File: config.mk
export PLATFORM = sky130hd
export DESIGN_NAME = johab_unicode_hangul_codec
export DESIGN_NICKNAME = d
export VERILOG_FILES = /design/src/hw/rtl/juhc_pkg.sv /design/src/hw/rtl/johab_unicode_hangul_codec.sv
export SDC_FILE = /design/constraint.sdc
export NUM_CORES = 1
export LEC_CHECK = 0
export BUFFER_PORTS_ARGS = -buffer_cell sky130_fd_sc_hd__buf_2
export CELL_PAD_IN_SITES_DETAIL_PLACEMENT = 0
export CELL_PAD_IN_SITES_GLOBAL_PLACEMENT = 1
export CORE_MARGIN = 2
export CORE_UTILIZATION = 43
export CTS_CLUSTER_SIZE = 25
export DETAILED_ROUTE_END_ITERATION = 6
export GPL_TIMING_DRIVEN = 0
export PLACE_DENSITY = 0.79
export SLEW_MARGIN = 20
export SYNTH_ARGS = -nofsm -noshare
export SYNTH_HDL_FRONTEND = slang
export SYNTH_SLANG_ARGS = --single-unit
File: constraint.sdc
create_clock -name aclk -period 8.72 [get_ports aclk]
set_clock_uncertainty 0.1 [all_clocks]
set_input_delay 0.436 -clock aclk [delete_from_list [all_inputs] [get_ports aclk]]
set_output_delay 0.436 -clock aclk [all_outputs]
set_load 0.05 [all_outputs]
File: src/hw/rtl/juhc_pkg.sv
// Package for the Johab / Unicode Hangul syllable codec.
// Holds syllable constants and the jamo mapping functions; no dependencies.
`default_nettype none

package juhc_pkg;

    localparam int CodeW = 21;
    localparam int OffW  = 14;   // syllable offset, 0..11171
    localparam int QW    = 9;    // offset / 28, 0..398
    localparam int JamoW = 5;

    localparam logic [15:0] SylBase  = 16'hAC00;
    localparam logic [15:0] SylLast  = 16'hD7A3;
    localparam logic [15:0] JohabTop = 16'h8000;

    // Reciprocals for the two constant divisions (floor exact over the used range)
    localparam logic [12:0] Recip7   = 13'd4682;   // x / 7  = (x * Recip7)  >> 15, x < 4096
    localparam int          Recip7Sh = 15;
    localparam logic [8:0]  Recip21  = 9'd391;     // q / 21 = (q * Recip21) >> 13, q < 431
    localparam int          Recip21Sh = 13;

    localparam logic OpDecode = 1'b0;   // Johab to Unicode
    localparam logic OpEncode = 1'b1;   // Unicode to Johab

    // Jamo code to 1-based linear index, zero marks an illegal code
    function automatic logic [JamoW-1:0] ini_lin(input logic [JamoW-1:0] c);
        logic [JamoW-1:0] r;
        r = '0;
        if (c >= 5'd2 && c <= 5'd20) r = c - 5'd1;
        return r;
    endfunction

    function automatic logic [JamoW-1:0] med_lin(input logic [JamoW-1:0] c);
        logic [JamoW-1:0] r;
        r = '0;
        if (c >= 5'd3 && c <= 5'd7)        r = c - 5'd2;
        else if (c >= 5'd10 && c <= 5'd15) r = c - 5'd4;
        else if (c >= 5'd18 && c <= 5'd23) r = c - 5'd6;
        else if (c >= 5'd26 && c <= 5'd29) r = c - 5'd8;
        return r;
    endfunction

    function automatic logic [JamoW-1:0] fin_lin(input logic [JamoW-1:0] c);
        logic [JamoW-1:0] r;
        r = '0;
        if (c >= 5'd1 && c <= 5'd17)       r = c;
        else if (c >= 5'd19 && c <= 5'd29) r = c - 5'd1;
        return r;
    endfunction

    // 0-based linear index to jamo code
    function automatic logic [JamoW-1:0] lin_ini(input logic [JamoW-1:0] x);
        return x + 5'd2;
    endfunction

    function automatic logic [JamoW-1:0] lin_med(input logic [JamoW-1:0] x);
        logic [JamoW-1:0] r;
        if (x <= 5'd4)       r = x + 5'd3;
        else if (x <= 5'd10) r = x + 5'd5;
        else if (x <= 5'd16) r = x + 5'd7;
        else                 r = x + 5'd9;
        return r;
    endfunction

    function automatic logic [JamoW-1:0] lin_fin(input logic [JamoW-1:0] x);
        logic [JamoW-1:0] r;
        if (x <= 5'd16) r = x + 5'd1;
        else            r = x + 5'd2;
        return r;
    endfunction

endpackage

`default_nettype wire

File: src/hw/rtl/johab_unicode_hangul_codec.sv
// Top level of the Johab / Unicode Hangul syllable codec: a four-stage pipeline.
// Depends on juhc_pkg for constants and jamo mapping functions.
// An accepted input transaction passes through stages 1 to 4 in order to its result on m_.
// Throughput: one transaction per cycle while m_tready holds; each stage holds one item and refills
// as soon as its content moves on, so bubbles collapse under output stalls.
// Reset: aresetn (synchronous, active low) clears all stage valid bits.
`default_nettype none

module johab_unicode_hangul_codec (
    input  wire logic        aclk,
    input  wire logic        aresetn,
    // input channel
    input  wire logic        s_tvalid,
    output logic             s_tready,
    input  wire logic [23:0] s_tdata,   // [20:0] code_in, [23:21] zero
    input  wire logic        s_tuser,   // [0] op
    // result channel
    output logic             m_tvalid,
    input  wire logic        m_tready,
    output logic [15:0]      m_tdata,   // [15:0] code_out
    output logic             m_tuser    // [0] valid_res
);

    // ------------------------------------------------------------------
    // Stage handshake: a stage loads when it is empty or its content
    // leaves in the same cycle.
    // ------------------------------------------------------------------
    logic v1_reg, v2_reg, v3_reg, v4_reg;
    logic rdy1, rdy2, rdy3, rdy4;

    assign rdy4     = !v4_reg || m_tready;
    assign rdy3     = !v3_reg || rdy4;
    assign rdy2     = !v2_reg || rdy3;
    assign rdy1     = !v1_reg || rdy2;
    assign s_tready = rdy1;
    assign m_tvalid = v4_reg;

    always_ff @(posedge aclk) begin
        if (!aresetn) begin
            v1_reg <= 1'b0;
            v2_reg <= 1'b0;
            v3_reg <= 1'b0;
            v4_reg <= 1'b0;
        end else begin
            if (rdy1) v1_reg <= s_tvalid;
            if (rdy2) v2_reg <= v1_reg;
            if (rdy3) v3_reg <= v2_reg;
            if (rdy4) v4_reg <= v3_reg;
        end
    end

    // ------------------------------------------------------------------
    // Stage 1: jamo table lookups (decode) and syllable range check (encode)
    // ------------------------------------------------------------------
    logic [juhc_pkg::CodeW-1:0] code_in;
    logic [juhc_pkg::JamoW-1:0] ini_l, med_l, fin_l;
    logic [15:0]                cp_diff;
    logic                       in_range;

    logic                        op1_reg,  ok1_reg;
    logic [juhc_pkg::JamoW-1:0]  i1_reg, m1_reg, f1_reg;   // 0-based indices
    logic [juhc_pkg::OffW-1:0]   off1_reg;
    logic                        ok1_next;

    assign code_in  = s_tdata[juhc_pkg::CodeW-1:0];
    assign ini_l    = juhc_pkg::ini_lin(code_in[14:10]);
    assign med_l    = juhc_pkg::med_lin(code_in[9:5]);
    assign fin_l    = juhc_pkg::fin_lin(code_in[4:0]);
    // bits above 15 must be clear for a syllable code point
    assign in_range = (code_in[20:16] == 5'd0)
                   && (code_in[15:0] >= juhc_pkg::SylBase)
                   && (code_in[15:0] <= juhc_pkg::SylLast);
    assign cp_diff  = code_in[15:0] - juhc_pkg::SylBase;

    always_comb begin
        unique case (s_tuser)
            juhc_pkg::OpDecode: ok1_next = (ini_l != '0) && (med_l != '0) && (fin_l != '0);
            juhc_pkg::OpEncode: ok1_next = in_range;
            default:            ok1_next = 1'b0;
        endcase
    end

    always_ff @(posedge aclk) begin
        if (rdy1) begin
            op1_reg  <= s_tuser;
            ok1_reg  <= ok1_next;
            i1_reg   <= ini_l - 5'd1;
            m1_reg   <= med_l - 5'd1;
            f1_reg   <= fin_l - 5'd1;
            off1_reg <= cp_diff[juhc_pkg::OffW-1:0];
        end
    end

    // ------------------------------------------------------------------
    // Stage 2: decode forms ini*21 + med; encode divides the offset by 28
    // as (off >> 2) / 7 through a reciprocal multiply.
    // ------------------------------------------------------------------
    logic [24:0]               q_prod;
    logic [juhc_pkg::QW-1:0]   t2_next;

    logic                        op2_reg, ok2_reg;
    logic [juhc_pkg::QW-1:0]     t2_reg;
    logic [juhc_pkg::JamoW-1:0]  f2_reg;
    logic [juhc_pkg::QW-1:0]     q2_reg;
    logic [juhc_pkg::OffW-1:0]   off2_reg;

    assign q_prod  = {1'b0, off1_reg[juhc_pkg::OffW-1:2]} * {12'd0, juhc_pkg::Recip7};
    assign t2_next = {4'd0, i1_reg} * 9'd21 + {4'd0, m1_reg};

    always_ff @(posedge aclk) begin
        if (rdy2) begin
            op2_reg  <= op1_reg;
            ok2_reg  <= ok1_reg;
            t2_reg   <= t2_next;
            f2_reg   <= f1_reg;
            q2_reg   <= q_prod[juhc_pkg::Recip7Sh +: juhc_pkg::QW];
            off2_reg <= off1_reg;
        end
    end

    // ------------------------------------------------------------------
    // Stage 3: decode finishes the code point; encode takes the final
    // remainder and divides the quotient by 21.
    // ------------------------------------------------------------------
    logic [15:0]               uni_next;
    logic [juhc_pkg::OffW-1:0] fin_rem;
    logic [17:0]               iq_prod;

    logic                        op3_reg, ok3_reg;
    logic [15:0]                 uni3_reg;
    logic [juhc_pkg::JamoW-1:0]  iq3_reg, fin3_reg;
    logic [juhc_pkg::QW-1:0]     q3_reg;

    assign uni_next = {7'd0, t2_reg} * 16'd28 + {11'd0, f2_reg} + juhc_pkg::SylBase;
    assign fin_rem  = off2_reg - {5'd0, q2_reg} * 14'd28;
    assign iq_prod  = {9'd0, q2_reg} * {9'd0, juhc_pkg::Recip21};

    always_ff @(posedge aclk) begin
        if (rdy3) begin
            op3_reg  <= op2_reg;
            ok3_reg  <= ok2_reg;
            uni3_reg <= uni_next;
            iq3_reg  <= iq_prod[juhc_pkg::Recip21Sh +: juhc_pkg::JamoW];
            fin3_reg <= fin_rem[juhc_pkg::JamoW-1:0];
            q3_reg   <= q2_reg;
        end
    end

    // ------------------------------------------------------------------
    // Stage 4: encode takes the medial remainder and packs the Johab word;
    // select by op and force zero on an illegal or out-of-range code.
    // ------------------------------------------------------------------
    logic [juhc_pkg::QW-1:0] med_rem;
    logic [15:0]             johab_word;
    logic [15:0]             res_next;

    logic        valid4_reg;
    logic [15:0] code4_reg;

    assign med_rem    = q3_reg - {4'd0, iq3_reg} * 9'd21;
    assign johab_word = juhc_pkg::JohabTop
                      | {1'b0, juhc_pkg::lin_ini(iq3_reg), 10'd0}
                      | {6'd0, juhc_pkg::lin_med(med_rem[juhc_pkg::JamoW-1:0]), 5'd0}
                      | {11'd0, juhc_pkg::lin_fin(fin3_reg)};

    always_comb begin
        unique case (op3_reg)
            juhc_pkg::OpDecode: res_next = uni3_reg;
            juhc_pkg::OpEncode: res_next = johab_word;
            default:            res_next = 16'd0;
        endcase
        if (!ok3_reg) res_next = 16'd0;
    end

    always_ff @(posedge aclk) begin
        if (rdy4) begin
            valid4_reg <= ok3_reg;
            code4_reg  <= res_next;
        end
    end

    assign m_tdata = code4_reg;
    assign m_tuser = valid4_reg;

endmodule

`default_nettype wire
==> impl_metrics.toml, run 1 <==
[cells_and_area]
largest_reg_flops = 16
syn2layout_area_growth_pct = 11.94
drive_gt1_share_pct = 9.788
diodes = 0
nNetsFinal = 1259

[timing]
timing.final.crit_period_ns = 4.569
hold_viol = 0
fmaxAchievable_mhz = 218.8
finalMaxSlewViolations = 0
fin_setup_tns_ns = 0
fin_crit_sh_pct = 52.40
setup_viol = 0
rsz0062_at_grt = "no"
tightestPinTransition_ns = 0.9640
relSlewSlack_pct = 35.33

[floorplan]
dieWidth_um = 158.7
core_sq_mm = 0.02347
row_count = 56
initial_core_util_pct = 43.84
io_pins = 48
die_area_sq_mm = 0.02519
die_h_um = 158.7

[detailed_routing]
drt-initial-drc-count = 253
vias = 6629
detail_route.first_pass.iterations = 4
wirelength_mm = 18.14
ant_nets = 0
wl_per_cell_um = 13.85
viasPerCell = 5.060
drc = 0

[hold_path]
hp-class = "in2reg"
whs_path_depth = 1
hp-start = "s_tuser"
worstHoldEndpoint = "op1_reg"

[setup_path]
path_class = "reg2reg"
rrSetupSlack_ns = 4.15
r2r_end = "q2_reg[6]"
worstPathCellList = "ha_1 -> fa_1 -> fa_1 -> inv_1 -> fa_1 -> inv_1 -> ha_1 -> or2_2 -> a31o_2 -> o211a_1 -> or4_1 -> nand3_1"
start_kind = "register"
crit-reg2reg-launch = "off1_reg[3]"
r2r_cells = 12
crit_arrival_ns = 4.75
crit_path_top_delay_cell = "fa_1"
cp.required_ns = 8.90
critPathMaxFanout = 7
max_stage_delay_ns = 0.54
crit_family = "adder cells"
path_buf_inv = 2
end_kind = "register"
path_common_cell = "fa_1"

[synthesis]
synth-seq-cells = 114
avgSynthCellArea_sq_um = 11.23
synth-edff-count = 110
seq_area_frac_synth_pct = 32.88
async_flop_share_pct = 0
yosysWarnings = 0
synth_cells = 916
synth_area_sq_mm = 0.01029
synthFlopType = "edfxtp_1"
synthesis.nets = 1197
ys_types = 84

[outcome]
status = "finished, final reports clean"

[clocking]
cts_buffer_depth = 2
cts_made_buffers = 17
htreeDepth = 4
cts.sinks = 114
cts_resized = 0
clkTransAtPathRegs_ns = 0.06
clk_latency_ns = 0.42
ctsRootBufferMaster = "clkbuf_16"
post-cts-setup-buffers = 0
tritoncts = "built"
cts_hold_buf = 0

[global_routing]
overflow = 0
grt_pass1_wl_mm = 31.24
gr-usage-all-layers_pct = 15.13
antenna_found_initial = 0
grt_max_degree = 33
first_global_vias = 6561

[place]
place_congestion = 0.8094
port-buffer-count = 43
dp_hpwl_mm = 14.49

[run]
cap_violations = 0
-- Yosys cell counts (all sizes together), types with 6 or more instances --
library cell | number | area share, %
a21o | 14 | 1.0
nand2 | 32 | 1.2
o21a | 9 | 0.66
edfxtp | 110 | 32
nor2 | 31 | 1.1
nor2b | 14 | 0.85
o21ai | 17 | 0.83
ha | 204 | 25
xnor2 | 42 | 3.6
inv | 152 | 5.5
nand2b | 8 | 0.49
nor3 | 18 | 0.88
a31oi | 7 | 0.43
a211oi | 7 | 0.51
o211a | 6 | 0.58
nand3 | 14 | 0.68
fa | 48 | 9.3
xor2 | 19 | 1.6
mux2i | 9 | 0.88
a21oi | 40 | 2.0
-- cells in the final DEF, fill, tap and decap left out, drive strengths merged, types with 4 or more instances in the layout --
master,Yosys,routed
a2111oi,4,4
a211oi,7,7
a21boi,5,5
a21o,14,14
a21oi,40,40
a221oi,4,4
a22oi,4,4
a31oi,7,7
and2,5,5
and4,4,4
buf,4,47
clkbuf,3,20
clkinv,0,9
dfxtp,4,4
edfxtp,110,110
fa,48,48
ha,204,204
inv,152,153
mux2i,9,9
nand2,32,32
nand2b,8,8
nand3,14,14
nand4,4,4
nor2,31,31
nor2b,14,14
nor3,18,18
o211a,6,6
o211ai,4,4
o21a,9,9
o21ai,17,17
o21bai,4,4
o2bb2ai,4,4
o311ai,5,5
xnor2,42,42
xor2,19,19
-- per-layer routing --
layer	vias to the layer above	wire length, um	global-route usage [%]
li1	3401	-	-
met5	-	0	0
met1	3124	8753	20.06
met3	13	594	2.874
met2	91	8652	25.82
met4	0	142	3.169
-- cell type report --
cell class / instances / area (sq um)
Tap cell: 319 / 399.1
Buffer: 7 / 31.28
Fill cell: 2103 / 11950
Multi-Input combinational cell: 643 / 6311
Inverter: 152 / 570.5
Sequential cell: 114 / 3383
Clock inverter: 15 / 183.9
Timing Repair Buffer: 43 / 215.2
Clock buffer: 17 / 425.4
-- stage by stage --
stage,hold WS (ns),cell area [sq um],util [%],instances,setup slack [ns]
finish,0.1565,11520,49.08,1310,4.151
global route,0.1452,11520,49.08,1310,4.009
CTS,0.1502,11520,49.08,1310,4.146
detailed placement,0.3062,10910,46.48,1278,4.147
global placement,0.3014,10910,46.46,1278,4.180
floorplan,0.3003,10290,-,916,4.488
-- worst reg2reg max path: cells and delay by family (launching register included) --
kind / cells / cell delay, ns
fa+ha+maj: 5 / 2.25
compound gates: 2 / 0.57
buf+inv: 2 / 0.10
simple gates: 3 / 0.93
flops: 1 / 0.49
-- how the worst max path moves through the flow --
stage	slack [ns]	startpoint	cells after the start	end
detailed placement	4.15	off1_reg[3]	12	q2_reg[6]
floorplan	4.49	off1_reg[3]	12	q2_reg[6]
global route	4.01	off1_reg[3]	12	q2_reg[5]
global placement	4.18	off1_reg[3]	12	q2_reg[6]
finish	4.15	off1_reg[3]	12	q2_reg[6]
CTS	4.15	off1_reg[3]	12	q2_reg[6]
-- kinds of logic (layout without fill, tap and decap cells) --
group / Yosys count / after routing / synth area share [%]
simple gates: 157 / 157 / 8.486
buf+inv: 159 / 234 / 5.848
fa+ha+maj: 252 / 252 / 34.14
xor+xnor: 63 / 63 / 5.641
flops: 114 / 114 / 32.88
mux: 10 / 10 / 0.9848
compound gates: 161 / 161 / 12.02
Power of run 1 is not shown: default switching activity piles up to over one toggle a cycle in this logic, so the estimate is an artifact.
==> inputs of run 2 (changes only) <==
- clock period: 8.72 -> 4.22 ns (I/O delays scaled with it)
==> run 2 against run 1 <==
Design area increased by 5.1%; largest cell class unchanged; cell count increased by 3.0%; via count increased by 3.0%; critical endpoint is now iq3_reg[3].
==> impl_metrics.toml, run 2 (synthesized netlist as in run 1, its figures left out) <==
[timing]
hold_viol = 0
setup_viol = 0
fin_crit_sh_pct = 98.01
fmaxAchievable_mhz = 241.8
finalMaxSlewViolations = 0
tightestPinTransition_ns = 0.9934
relSlewSlack_pct = 33.36
fin_ws_ns = 0.08402
rsz0062_at_grt = "yes"
timing.final.crit_period_ns = 4.136

[place]
dp_hpwl_mm = 14.68
place_congestion = 0.7795
port-buffer-count = 43
place_inst = 1278
place_ws_ns = -0.3296

[setup_path]
critPathMaxFanout = 4
start_kind = "register"
crit_arrival_ns = 4.28
cp.required_ns = 4.37
path_class = "reg2reg"
end_kind = "register"

[global_routing]
gr-usage-all-layers_pct = 15.76
antenna_found_initial = 0
grt_max_degree = 33
overflow = 0
grt_pass1_wl_mm = 32.42
first_global_vias = 6855

[clocking]
cts_made_buffers = 17
ctsRootBufferMaster = "clkbuf_16"
clkTransAtPathRegs_ns = 0.06
clk_latency_ns = 0.42
tritoncts = "built"
cts_buffer_depth = 2
cts.sinks = 114
htreeDepth = 4

[detailed_routing]
vias = 6828
ant_nets = 0
drc = 0
wirelength_mm = 19.19
detail_route.first_pass.iterations = 4
wl_per_cell_um = 14.22
drt-initial-drc-count = 288
viasPerCell = 5.062

[cells_and_area]
final_cell_mix = "ha_1 (193), inv_1 (149), edfxtp_1 (110), fa_1 (48), buf_2 (44)"
drive_gt1_share_pct = 15.24
mostFrequentLayoutCell = "ha_1"
syn2layout_area_growth_pct = 17.62
fin_cells = 1349
diodes = 0
largest_reg_flops = 16
fin_util_pct = 51.57
nNetsFinal = 1298

[outcome]
status = "finished, final reports clean"

[floorplan]
die_area_sq_mm = 0.02519
dieWidth_um = 158.7
row_count = 56
core_sq_mm = 0.02347
io_pins = 48
initial_core_util_pct = 43.84
die_h_um = 158.7

[hold_path]
hp-class = "in2reg"

[run]
cap_violations = 0
-- run 2: per-layer routing --
metal	vias to the layer above	global-route usage, %	part of all wire (%)
li1	3483	-	-
met1	3245	20.54	47
met2	91	27.01	49
met3	9	2.821	2.5
met4	0	4.212	0.85
met5	-	0	0
-- run 2: worst max-delay path, cell delays in order, from the launching register on --
cell and delay (ns):
edfxtp_1 0.48, fa_1 0.61, ha_4 0.21, ha_4 0.26
inv_2 0.03, fa_1 0.47, inv_1 0.05, ha_2 0.16
a21o_1 0.19, a211oi_2 0.20, nor3b_2 0.08, o41a_1 0.50
or4_4 0.52, o311ai_4 0.09
-- run 2: layout make-up --
| class | count | area [sq um] |
|---|---|---|
| flip-flops and latches | 114 | 3383 |
| clock buffers | 17 | 425.4 |
| repair buffers | 82 | 539.3 |
| fillers | 2103 | 11370 |
| inverters | 152 | 570.5 |
| well taps | 319 | 399.1 |
| clock inverters | 15 | 209.0 |
| multi-input cells | 643 | 6546 |
| plain buffers | 7 | 31.28 |
-- run 2: what timing repair did --
action,in CTS,in global routing
hold buffers,11,0
hold endpoints to repair,12,0
setup endpoints to repair,8,13
setup buffers,8,20
gates resized for setup,8,30
pin swaps,4,26
-- run 2: per-stage QoR --
| step | area [sq um] | hold slack (ns) | setup TNS, ns |
|---|---|---|---|
| after floorplan | 10290 | 0.2099 | 0 |
| after global placement | 10910 | 0.3006 | -0.9487 |
| after detailed placement | 10910 | 0.3054 | -1.362 |
| after CTS | 11760 | 0.03121 | -0.01402 |
| after global routing | 12100 | 0.06027 | -0.09185 |
| final | 12100 | 0.06198 | 0 |
-- run 2: worst paths after layout --
check,from,to,slack [ns],cells past startpoint
max,q2_reg[7],iq3_reg[3],0.08,13
min,s_tdata[8],off1_reg[8],0.06,1
max reg2reg,q2_reg[7],iq3_reg[3],0.08,13
min reg2reg,off2_reg[0],fin3_reg[0],0.31,0
Power of run 2 is left out for the same reason.
